**src/atok_pkg.sv**
```systemverilog
// Shared types, codes and the character classifier for the arithmetic expression tokenizer.
// Used by atok_front, atok_rsp_queue, atok_back and arith_expr_tokenizer; depends on nothing.
package atok_pkg;

   localparam int POS_BITS_DEFAULT = 16;

   // Queue depths; both must be powers of two.
   localparam int LINK_DEPTH = 4;
   localparam int RSP_DEPTH  = 4;

   // Character classes decided by the front end.
   localparam logic [2:0] CLS_WS    = 3'd0;
   localparam logic [2:0] CLS_DIGIT = 3'd1;
   localparam logic [2:0] CLS_SOP   = 3'd2;
   localparam logic [2:0] CLS_HOLD  = 3'd3;
   localparam logic [2:0] CLS_OTHER = 3'd4;
   localparam logic [2:0] CLS_END   = 3'd5;

   // Token kinds.
   localparam logic [1:0] TK_OP  = 2'd0;
   localparam logic [1:0] TK_NUM = 2'd1;
   localparam logic [1:0] TK_END = 2'd2;
   localparam logic [1:0] TK_ERR = 2'd3;

   // Operator codes.
   localparam logic [3:0] OP_PLUS  = 4'd0;
   localparam logic [3:0] OP_MINUS = 4'd1;
   localparam logic [3:0] OP_MUL   = 4'd2;
   localparam logic [3:0] OP_DIV   = 4'd3;
   localparam logic [3:0] OP_LPAR  = 4'd4;
   localparam logic [3:0] OP_RPAR  = 4'd5;
   localparam logic [3:0] OP_LT    = 4'd6;
   localparam logic [3:0] OP_GT    = 4'd7;
   localparam logic [3:0] OP_EQ    = 4'd8;
   localparam logic [3:0] OP_NE    = 4'd9;
   localparam logic [3:0] OP_LE    = 4'd10;
   localparam logic [3:0] OP_GE    = 4'd11;

   // Characters that are held until the next one decides.
   localparam logic [1:0] HOLD_LT   = 2'd0;
   localparam logic [1:0] HOLD_GT   = 2'd1;
   localparam logic [1:0] HOLD_EQ   = 2'd2;
   localparam logic [1:0] HOLD_BANG = 2'd3;

   localparam logic [62:0] NUM_MAX = {63{1'b1}};
   localparam logic [15:0] LEN_MAX = 16'hFFFF;

   typedef struct packed {
      logic [2:0] cls;
      logic [3:0] code;   // digit value, operator code or held character
   } item_class_type;

   typedef struct packed {
      logic [1:0]  token_kind;
      logic [3:0]  operator_code;
      logic [62:0] number_value;
      logic [15:0] start_position;
      logic [15:0] token_length;
      logic        last_of_run;
   } token_type;

   function automatic item_class_type classify(input logic kind, input logic [7:0] c);
      item_class_type r;
      r.cls  = CLS_OTHER;
      r.code = '0;
      if (kind) begin
         r.cls = CLS_END;
      end else begin
         case (c) inside
            [8'd9:8'd13], 8'd32: r.cls = CLS_WS;
            [8'h30:8'h39]: begin
               r.cls  = CLS_DIGIT;
               r.code = c[3:0];
            end
            "+": begin r.cls = CLS_SOP; r.code = OP_PLUS;  end
            "-": begin r.cls = CLS_SOP; r.code = OP_MINUS; end
            "*": begin r.cls = CLS_SOP; r.code = OP_MUL;   end
            "/": begin r.cls = CLS_SOP; r.code = OP_DIV;   end
            "(": begin r.cls = CLS_SOP; r.code = OP_LPAR;  end
            ")": begin r.cls = CLS_SOP; r.code = OP_RPAR;  end
            "<": begin r.cls = CLS_HOLD; r.code = {2'b00, HOLD_LT};   end
            ">": begin r.cls = CLS_HOLD; r.code = {2'b00, HOLD_GT};   end
            "=": begin r.cls = CLS_HOLD; r.code = {2'b00, HOLD_EQ};   end
            "!": begin r.cls = CLS_HOLD; r.code = {2'b00, HOLD_BANG}; end
            default: r.cls = CLS_OTHER;
         endcase
      end
      return r;
   endfunction

   // Two-character operator formed by a held character and a following '='.
   function automatic logic [3:0] pair_op(input logic [1:0] held);
      logic [3:0] r;
      case (held)
         HOLD_LT: r = OP_LE;
         HOLD_GT: r = OP_GE;
         HOLD_EQ: r = OP_EQ;
         default: r = OP_NE;
      endcase
      return r;
   endfunction

   function automatic token_type make_token(input logic [1:0] kind, input logic [3:0] op,
                                            input logic [62:0] value, input logic [15:0] start,
                                            input logic [15:0] len);
      token_type t;
      t.token_kind     = kind;
      t.operator_code  = op;
      t.number_value   = value;
      t.start_position = start;
      t.token_length   = len;
      t.last_of_run    = 1'b0;
      return t;
   endfunction

endpackage

```
**src/atok_front.sv**
```systemverilog
// Front end: accepts characters, classifies them, stamps positions and queues them.
// Depends on atok_pkg.
module atok_front #(
   parameter int POSITION_BITS = atok_pkg::POS_BITS_DEFAULT
) (
   input  logic                       clock,
   input  logic                       reset,
   input  logic                       push,
   output logic                       full,
   input  logic                       req_kind,
   input  logic [7:0]                 req_char_byte,
   output logic                       link_valid,
   output atok_pkg::item_class_type   link_item,
   output logic [POSITION_BITS-1:0]   link_pos,
   input  logic                       link_take
);
   import atok_pkg::*;

   localparam int PTR_BITS = $clog2(LINK_DEPTH);
   localparam logic [POSITION_BITS-1:0] POS_MAX = {POSITION_BITS{1'b1}};
   localparam logic [PTR_BITS:0] LINK_FULL = (PTR_BITS+1)'(LINK_DEPTH);

   item_class_type             item_q_ff [LINK_DEPTH];
   logic [POSITION_BITS-1:0]   stamp_q_ff [LINK_DEPTH];
   logic [PTR_BITS-1:0]        wr_ptr_ff, wr_ptr_in;
   logic [PTR_BITS-1:0]        rd_ptr_ff, rd_ptr_in;
   logic [PTR_BITS:0]          count_ff, count_in;
   logic [POSITION_BITS-1:0]   pos_ff, pos_in;
   logic                       accept;

   assign full       = (count_ff == LINK_FULL);
   assign accept     = push && !full;
   assign link_valid = (count_ff != '0);
   assign link_item  = item_q_ff[rd_ptr_ff];
   assign link_pos   = stamp_q_ff[rd_ptr_ff];

   always_comb begin
      wr_ptr_in = accept ? wr_ptr_ff + 1'b1 : wr_ptr_ff;
      rd_ptr_in = link_take ? rd_ptr_ff + 1'b1 : rd_ptr_ff;
      case ({accept, link_take})
         2'b10:   count_in = count_ff + 1'b1;
         2'b01:   count_in = count_ff - 1'b1;
         default: count_in = count_ff;
      endcase
      // The position of the next character; end of input starts a new string.
      pos_in = pos_ff;
      if (accept) begin
         if (req_kind) begin
            pos_in = '0;
         end else if (pos_ff != POS_MAX) begin
            pos_in = pos_ff + 1'b1;
         end
      end
   end

   always_ff @(posedge clock) begin
      if (reset) begin
         wr_ptr_ff <= '0;
         rd_ptr_ff <= '0;
         count_ff  <= '0;
         pos_ff    <= '0;
      end else begin
         wr_ptr_ff <= wr_ptr_in;
         rd_ptr_ff <= rd_ptr_in;
         count_ff  <= count_in;
         pos_ff    <= pos_in;
      end
   end

   always_ff @(posedge clock) begin
      if (accept) begin
         item_q_ff[wr_ptr_ff]  <= classify(req_kind, req_char_byte);
         stamp_q_ff[wr_ptr_ff] <= pos_ff;
      end
   end

endmodule

```
**src/atok_rsp_queue.sv**
```systemverilog
// Result queue: takes up to two tokens per cycle, hands out one per cycle.
// Depends on atok_pkg.
module atok_rsp_queue (
   input  logic                 clock,
   input  logic                 reset,
   input  logic [1:0]           wr_count,
   input  atok_pkg::token_type  wr_tok0,
   input  atok_pkg::token_type  wr_tok1,
   output logic                 room,
   output logic                 empty,
   input  logic                 pop,
   output atok_pkg::token_type  head
);
   import atok_pkg::*;

   localparam int PTR_BITS = $clog2(RSP_DEPTH);
   localparam logic [PTR_BITS:0] ROOM_LIMIT = (PTR_BITS+1)'(RSP_DEPTH - 2);

   token_type            tok_q_ff [RSP_DEPTH];
   logic [PTR_BITS-1:0]  wr_ptr_ff, rd_ptr_ff;
   logic [PTR_BITS:0]    count_ff, count_in;
   logic                 take;

   assign empty = (count_ff == '0);
   assign take  = pop && !empty;
   assign room  = (count_ff <= ROOM_LIMIT);
   assign head  = tok_q_ff[rd_ptr_ff];

   always_comb begin
      count_in = count_ff + {{(PTR_BITS-1){1'b0}}, wr_count} - {{PTR_BITS{1'b0}}, take};
   end

   always_ff @(posedge clock) begin
      if (reset) begin
         wr_ptr_ff <= '0;
         rd_ptr_ff <= '0;
         count_ff  <= '0;
      end else begin
         wr_ptr_ff <= wr_ptr_ff + PTR_BITS'(wr_count);
         rd_ptr_ff <= rd_ptr_ff + {{(PTR_BITS-1){1'b0}}, take};
         count_ff  <= count_in;
      end
   end

   always_ff @(posedge clock) begin
      if (wr_count != 2'd0) begin
         tok_q_ff[wr_ptr_ff] <= wr_tok0;
      end
      if (wr_count == 2'd2) begin
         tok_q_ff[wr_ptr_ff + 1'b1] <= wr_tok1;
      end
   end

endmodule

```
**src/atok_back.sv**
```systemverilog
// Back end: the scanner state machine that turns classified characters into tokens.
// Depends on atok_pkg and atok_rsp_queue.
module atok_back #(
   parameter int POSITION_BITS = atok_pkg::POS_BITS_DEFAULT
) (
   input  logic                       clock,
   input  logic                       reset,
   input  logic                       link_valid,
   input  atok_pkg::item_class_type   link_item,
   input  logic [POSITION_BITS-1:0]   link_pos,
   output logic                       link_take,
   output logic                       empty,
   input  logic                       pop,
   output atok_pkg::token_type        rsp_head
);
   import atok_pkg::*;

   localparam logic [1:0] PH_IDLE = 2'd0;
   localparam logic [1:0] PH_HELD = 2'd1;
   localparam logic [1:0] PH_NUM  = 2'd2;
   localparam logic [1:0] PH_ERR  = 2'd3;
   localparam logic [POSITION_BITS+15:0] LEN_MAX_EXT = {{POSITION_BITS{1'b0}}, LEN_MAX};

   logic [1:0]                 phase_ff, phase_in;
   logic [1:0]                 hold_ff, hold_in;
   logic [62:0]                acc_ff, acc_in;
   logic [POSITION_BITS-1:0]   start_ff, start_in;

   logic                       room;
   logic [1:0]                 wr_count, tok_count;
   token_type                  tok0, tok1;
   token_type                  pre_tok, second_tok, num_tok, held_tok, end_tok;
   logic                       pre_v, second_v, do_start;

   logic [POSITION_BITS+15:0]  pos_ext, start_ext, diff_ext;
   logic [15:0]                pos16, start16, num_len;
   logic [66:0]                acc_wide;
   logic [62:0]                acc_next;

   atok_rsp_queue u_rsp_queue (
      .clock    (clock),
      .reset    (reset),
      .wr_count (wr_count),
      .wr_tok0  (tok0),
      .wr_tok1  (tok1),
      .room     (room),
      .empty    (empty),
      .pop      (pop),
      .head     (rsp_head)
   );

   assign link_take = link_valid && room;
   assign wr_count  = link_take ? tok_count : 2'd0;

   // Positions leave the block as their low 16 bits; lengths saturate.
   assign pos_ext   = {16'b0, link_pos};
   assign start_ext = {16'b0, start_ff};
   assign diff_ext  = {16'b0, link_pos - start_ff};
   assign pos16     = pos_ext[15:0];
   assign start16   = start_ext[15:0];
   assign num_len   = (diff_ext > LEN_MAX_EXT) ? LEN_MAX : diff_ext[15:0];

   // acc * 10 + digit; anything past 63 bits saturates.
   assign acc_wide = ({4'b0, acc_ff} << 3) + ({4'b0, acc_ff} << 1) + {63'b0, link_item.code};
   assign acc_next = (acc_wide[66:63] != 4'b0) ? NUM_MAX : acc_wide[62:0];

   always_comb begin
      num_tok = make_token(TK_NUM, OP_PLUS, acc_ff, start16, num_len);
      end_tok = make_token(TK_END, OP_PLUS, '0, pos16, 16'd0);
      if (hold_ff == HOLD_LT || hold_ff == HOLD_GT) begin
         held_tok = make_token(TK_OP, OP_LT + {2'b00, hold_ff}, '0, start16, 16'd1);
      end else begin
         held_tok = make_token(TK_ERR, OP_PLUS, '0, start16, 16'd0);
      end

      phase_in   = phase_ff;
      hold_in    = hold_ff;
      acc_in     = acc_ff;
      start_in   = start_ff;
      pre_tok    = '0;
      pre_v      = 1'b0;
      second_tok = '0;
      second_v   = 1'b0;
      do_start   = 1'b0;

      if (link_item.cls == CLS_END) begin
         if (phase_ff == PH_HELD) begin
            pre_tok = held_tok;
            pre_v   = 1'b1;
         end else if (phase_ff == PH_NUM) begin
            pre_tok = num_tok;
            pre_v   = 1'b1;
         end
         second_tok = end_tok;
         second_v   = 1'b1;
         phase_in   = PH_IDLE;
         hold_in    = HOLD_LT;
      end else begin
         case (phase_ff)
            PH_ERR: begin
            end
            PH_HELD: begin
               if (link_item.cls == CLS_HOLD && link_item.code[1:0] == HOLD_EQ) begin
                  pre_tok  = make_token(TK_OP, pair_op(hold_ff), '0, start16, 16'd2);
                  pre_v    = 1'b1;
                  phase_in = PH_IDLE;
               end else begin
                  pre_tok = held_tok;
                  pre_v   = 1'b1;
                  // A lone '=' or '!' is an error; a lone '<' or '>' lets the
                  // new character start over.
                  if (hold_ff == HOLD_LT || hold_ff == HOLD_GT) begin
                     do_start = 1'b1;
                  end else begin
                     phase_in = PH_ERR;
                  end
               end
            end
            PH_NUM: begin
               if (link_item.cls == CLS_DIGIT) begin
                  acc_in = acc_next;
               end else begin
                  pre_tok  = num_tok;
                  pre_v    = 1'b1;
                  do_start = 1'b1;
               end
            end
            default: do_start = 1'b1;
         endcase

         if (do_start) begin
            phase_in = PH_IDLE;
            case (link_item.cls)
               CLS_WS: begin
               end
               CLS_HOLD: begin
                  phase_in = PH_HELD;
                  hold_in  = link_item.code[1:0];
                  start_in = link_pos;
               end
               CLS_SOP: begin
                  second_tok = make_token(TK_OP, link_item.code, '0, pos16, 16'd1);
                  second_v   = 1'b1;
               end
               CLS_DIGIT: begin
                  phase_in = PH_NUM;
                  acc_in   = {59'b0, link_item.code};
                  start_in = link_pos;
               end
               default: begin
                  second_tok = make_token(TK_ERR, OP_PLUS, '0, pos16, 16'd0);
                  second_v   = 1'b1;
                  phase_in   = PH_ERR;
               end
            endcase
         end
      end

      // Pack the results to the front and mark the last one.
      if (pre_v) begin
         tok0      = pre_tok;
         tok1      = second_tok;
         tok_count = second_v ? 2'd2 : 2'd1;
      end else begin
         tok0      = second_tok;
         tok1      = '0;
         tok_count = second_v ? 2'd1 : 2'd0;
      end
      if (tok_count == 2'd2) begin
         tok1.last_of_run = 1'b1;
      end else begin
         tok0.last_of_run = 1'b1;
      end
   end

   always_ff @(posedge clock) begin
      if (reset) begin
         phase_ff <= PH_IDLE;
         hold_ff  <= HOLD_LT;
      end else if (link_take) begin
         phase_ff <= phase_in;
         hold_ff  <= hold_in;
      end
   end

   always_ff @(posedge clock) begin
      if (link_take) begin
         acc_ff   <= acc_in;
         start_ff <= start_in;
      end
   end

endmodule

```
**src/arith_expr_tokenizer.sv**
```systemverilog
// Top level of the arithmetic expression tokenizer: front end, scanner and result queue.
// Depends on atok_pkg, atok_front and atok_back.
//
//   channel   ports                                   handshake
//   input     req_kind, req_char_byte                 push / full
//   result    rsp_token_kind .. rsp_last_of_run       pop / empty
//
// One item is accepted per cycle while the four-entry input queue has space.
// The scanner retires one item per cycle whenever the result queue has two free
// slots; an item gives zero, one or two results. An item is registered in the input
// queue, its results in the result queue, whose head drives the result ports.
// Reset is synchronous and empties both queues; no clearing pass.
module arith_expr_tokenizer #(
   parameter int POSITION_BITS = atok_pkg::POS_BITS_DEFAULT
) (
   input  logic        clock,
   input  logic        reset,
   input  logic        push,
   output logic        full,
   input  logic        req_kind,
   input  logic [7:0]  req_char_byte,
   output logic        empty,
   input  logic        pop,
   output logic [1:0]  rsp_token_kind,
   output logic [3:0]  rsp_operator_code,
   output logic [62:0] rsp_number_value,
   output logic [15:0] rsp_start_position,
   output logic [15:0] rsp_token_length,
   output logic        rsp_last_of_run
);
   import atok_pkg::*;

   logic                       link_valid;
   logic                       link_take;
   item_class_type             link_item;
   logic [POSITION_BITS-1:0]   link_pos;
   token_type                  rsp_head;

   atok_front #(
      .POSITION_BITS (POSITION_BITS)
   ) u_front (
      .clock         (clock),
      .reset         (reset),
      .push          (push),
      .full          (full),
      .req_kind      (req_kind),
      .req_char_byte (req_char_byte),
      .link_valid    (link_valid),
      .link_item     (link_item),
      .link_pos      (link_pos),
      .link_take     (link_take)
   );

   atok_back #(
      .POSITION_BITS (POSITION_BITS)
   ) u_back (
      .clock      (clock),
      .reset      (reset),
      .link_valid (link_valid),
      .link_item  (link_item),
      .link_pos   (link_pos),
      .link_take  (link_take),
      .empty      (empty),
      .pop        (pop),
      .rsp_head   (rsp_head)
   );

   assign rsp_token_kind     = rsp_head.token_kind;
   assign rsp_operator_code  = rsp_head.operator_code;
   assign rsp_number_value   = rsp_head.number_value;
   assign rsp_start_position = rsp_head.start_position;
   assign rsp_token_length   = rsp_head.token_length;
   assign rsp_last_of_run    = rsp_head.last_of_run;

`ifndef SYNTHESIS
   // The scanner never takes from an empty input queue.
   a_take_needs_item: assert property (@(posedge clock) disable iff (reset)
      link_take |-> link_valid)
      else $error("scanner took an item from an empty queue");

   // End of input always leaves at least the end token behind.
   a_end_gives_result: assert property (@(posedge clock) disable iff (reset)
      (link_take && link_item.cls == CLS_END) |=> !empty)
      else $error("end of input produced no result");

   // The end token closes its run.
   a_end_is_last: assert property (@(posedge clock) disable iff (reset)
      (!empty && rsp_token_kind == TK_END) |-> rsp_last_of_run)
      else $error("end token not marked last");

   // Only number tokens carry a value.
   a_value_only_numbers: assert property (@(posedge clock) disable iff (reset)
      (!empty && rsp_token_kind != TK_NUM) |-> (rsp_number_value == '0))
      else $error("non-number token carries a value");
`endif

endmodule
```
**config.mk**
```make
export PLATFORM = sky130hd
export DESIGN_NAME = arith_expr_tokenizer
export DESIGN_NICKNAME = d
export VERILOG_FILES = /design/src/atok_pkg.sv /design/src/atok_front.sv /design/src/atok_rsp_queue.sv /design/src/atok_back.sv /design/src/arith_expr_tokenizer.sv
export SDC_FILE = /design/constraint.sdc
export NUM_CORES = 1
export LEC_CHECK = 0
export BUFFER_PORTS_ARGS = -buffer_cell sky130_fd_sc_hd__buf_2
export CORE_UTILIZATION = 40
export CTS_CLUSTER_SIZE = 16
export DETAILED_ROUTE_END_ITERATION = 16
export GPL_ROUTABILITY_DRIVEN = 0
export PLACE_DENSITY = 0.6
export SLEW_MARGIN = 15
export SYNTH_ARGS = -nofsm -noshare
export SYNTH_HDL_FRONTEND = slang
export SYNTH_HIERARCHICAL = 1
export SYNTH_SLANG_ARGS = --single-unit
```
**constraint.sdc**
```tcl
create_clock -name clock -period 13.6 [get_ports clock]
set_input_delay 0.68 -clock clock [delete_from_list [all_inputs] [get_ports clock]]
set_output_delay 0.68 -clock clock [all_outputs]
set_load 0.01 [all_outputs]
```
==> results.json <==
{
  "layout.nets": 3100,
  "drt_first_pass_iters": 5,
  "synth.avg_cell_area_um2": 13.6,
  "number_of_gates_resized_after_cts": 0,
  "worst-slew-pin-transition_ns": 1.11,
  "dieHeight_um": 297,
  "critical_path.max_fanout": 62,
  "worst_ir_drop_vdd_v": 0.000188,
  "power_density_nw_per_um2": 245,
  "layout.cells.most_common_list": "edfxtp_1 (579), conb_1 (312), mux2_1 (298), a21oi_1 (180), ha_1 (152)",
  "die_area_um2": 88000,
  "floorplan.initialDensity_pct": 40.6,
  "wire_length_of_the_first_global_routing_pass_um": 136000,
  "tritoncts": "built",
  "total_switching_power_uw": 3950,
  "slew-limit-headroom_pct": 26.2,
  "grt_usage_pct": 19.5,
  "pwr-share-seq_pct": 30.8,
  "postLayoutCoreUtil_pct": 46.5,
  "mostFrequentLayoutCell": "edfxtp_1",
  "cts_setup_buffers": 0,
  "final_hold_vio_count": 0,
  "final_period_minus_worst_setup_slack_ns": 6.43,
  "clk_latency_ns": 0.62,
  "setup_viol": 0,
  "cp.arrival_ns": 6.74,
  "maxCapViolCount": 0,
  "cts_sinks": 615,
  "synth-edff-count": 579,
  "dpl.hpwl_um": 54800,
  "placementRows": 107,
  "number_of_buffers_created_by_cts": 72,
  "fin_setup_tns_ns": 0,
  "drive_gt1_share_pct": 17.3,
  "worstSetupPathType": "reg -> reg",
  "portBuffers": 116,
  "grt_setup_unrepaired": "false",
  "summed_area_of_non_filler_cells_in_the_final_layout_um2": 39800,
  "post_synth_instance_area_um2": 34700,
  "grt_max_degree": 69,
  "worst_setup_path_start_kind": "flop",
  "p_int_uw": 5770,
  "io-pin-count": 117,
  "root_buffer": "clkbuf_16",
  "finClkSkew_ns": 0.0234,
  "cts_buffer_depth": 3,
  "post-route-period-util_pct": 47.3,
  "cp_slowest_cell": "a211oi_1",
  "synth-async-reset-ratio_pct": 0,
  "cts.reportedPaths.clkPinSlew_ns": 0.06,
  "post_dr_wirelength_cell_um": 20.8,
  "power.static_leakage_uw": 0.0158,
  "antenna_found_initial": 3,
  "slowest_delay_ns": 0.70,
  "num_vias": 22526,
  "clock_tree.htree_level_count": 3,
  "timing.critical_path.cells": "buf_4 > mux4_2 > fa_1 > fa_1 > a211oi_1 > o31ai_1 > a21oi_1 > a21boi_0 > a211oi_1 > nor4_1 > or3_1 > a211o_1 > nor3_4 > buf_4 > a21oi_1",
  "synth_flop_cell": "edfxtp_1",
  "antenna_violating_nets_post_route": 0,
  "min-delay-path-class": "in -> reg",
  "power_switching_share_pct": 40.6,
  "synth-seq-area-share_pct": 52.1,
  "route.detailed.drc": 0,
  "synth.lib_cells_used.distinct": 78,
  "fraction_of_power_consumed_by_the_clock_network_pct": 19.5,
  "routed_via_density": 5.45,
  "outcome": "complete, no violations",
  "drt_first_iter_violations": 1466,
  "ctsHoldBuffers": 0,
  "fmaxAchievable_mhz": 156,
  "slew_violations": 0,
  "combPwrFrac_pct": 49.7,
  "ff_latch_count_synth": 615,
  "routed_wirelength_um": 85800,
  "yosys_warnings": 6,
  "fp.coreArea_um2": 85500,
  "critical_path.endpoint_type": "flop",
  "worstHoldStart": "push",
  "gr-total-overflow": 0,
  "first_global_vias": 23815,
  "placed_cell_area_um2": 37400,
  "die_w_um": 297,
  "synthToLayoutAreaGrowth_pct": 14.5,
  "synthesis.instances": 2548,
  "worst-endpoint-required_ns": 13.92
}
## registers in the layout (all words and copies together), names as in the netlist, named ones only
signal	flops
u_back/acc_ff	63
u_front/rd_ptr_ff	2
u_back/u_rsp_queue/tok_q_ff	408
u_back/u_rsp_queue/wr_ptr_ff	2
u_front/pos_ff	16
u_front/wr_ptr_ff	2
u_back/start16	16
u_back/phase_ff	2
u_back/hold_ff	2
u_front/count_ff	3
u_front/item_q_ff	28
u_back/u_rsp_queue/rd_ptr_ff	2
u_front/stamp_q_ff	64
u_back/u_rsp_queue/count_ff	3
## cell families after synthesis
group                      synth area share [%]
and+or+nand+nor                            6.94
xor gates and xnor gates                   1.97
buffers and inverters                      3.06
DFF                                        52.1
other                                    0.0108
muxes                                      21.6
adders and majority gates                  5.80
AOI/OAI and AO/OA                          8.50
## Yosys cell counts (13+ instances only)
| cell type | count | share of area, % |
|---|---|---|
| mux2_1 | 298 | 9.7 |
| a21o_1 | 46 | 0.99 |
| buf_2 | 34 | 0.49 |
| nand2b_1 | 13 | 0.23 |
| xnor2_1 | 45 | 1.1 |
| mux2_2 | 114 | 3.7 |
| buf_6 | 19 | 0.62 |
| and2_1 | 23 | 0.41 |
| edfxtp_1 | 579 | 50 |
| a21oi_1 | 181 | 2.6 |
| and3_1 | 81 | 1.5 |
| nand3_1 | 33 | 0.48 |
| o21ai_0 | 122 | 1.8 |
| nor2b_1 | 18 | 0.32 |
| xor2_1 | 28 | 0.71 |
| nor2_1 | 76 | 0.82 |
| ha_1 | 153 | 5.5 |
| inv_1 | 63 | 0.68 |
| nand4_1 | 28 | 0.50 |
| mux4_2 | 125 | 8.1 |
| buf_4 | 19 | 0.41 |
| nand2_1 | 108 | 1.2 |
| o21bai_1 | 18 | 0.39 |
| clkbuf_1 | 78 | 0.84 |
| a22o_1 | 17 | 0.43 |
| nor3_1 | 19 | 0.27 |
| dfxtp_1 | 36 | 2.1 |
## final timing paths
path	endpoint	slack, ns	depth (start not counted)
hold / removal	u_front/wr_ptr_ff[1]	0.44	3
setup reg to reg	u_back/acc_ff[32]	7.17	15
setup / recovery	u_back/acc_ff[32]	7.17	15
hold reg to reg	u_back/hold_ff[0]	0.47	2
## metrics by stage
step | instances | total power (µW) | setup WS (ns) | hold WS, ns
2_1_floorplan | 2859 | 6500 | 2.29 | 0.431
3_3_place_gp | 3999 | 7760 | 7.39 | 0.449
3_5_place_dp | 3999 | 7840 | 7.24 | 0.456
4_1_cts | 4132 | 9790 | 7.19 | 0.398
5_1_grt | 4132 | 10400 | 6.78 | 0.448
6_report | 4133 | 9730 | 7.17 | 0.442
## critical path, delay by kind of cell, from the launching register on
kind,cells,cell delay (ns)
flip-flops,1,0.42
AO/OA/AOI/OAI,7,2.18
AND/OR/NAND/NOR,3,0.76
multiplexers,1,0.63
adder cells (fa/ha/maj),2,1.06
buffers and inverters,2,1.00
## power by group through the flow
stage | clock, µW | combinational, µW | sequential (µW)
after floorplan | 0 | 3490 | 3010
after global placement | 0 | 4740 | 3020
after detailed placement | 0 | 4800 | 3040
after CTS | 1950 | 4840 | 3010
after global routing | 2020 | 5310 | 3050
final | 1900 | 4830 | 3000
## metal layers
metal  GRT usage, %  vias to the layer above  wire, µm
met5              0                        -         0
met4           6.06                        0      2150
met3           2.77                      128      3370
met2           33.5                      486     42100
met1           25.5                    11455     38200
li1               -                    10457         -
## cell type report
cell class	instances	area, µm²
Fill cell	7663	45800
Clock buffer	103	2040
Inverter	64	240
Multi-Input combinational cell	2029	16800
Tap cell	1144	1430
Sequential cell	615	18100
Timing Repair Buffer	147	813
Antenna cell	1	2.50
Clock inverter	30	310
No activity file was read; power rests on OpenSTA's default activity.
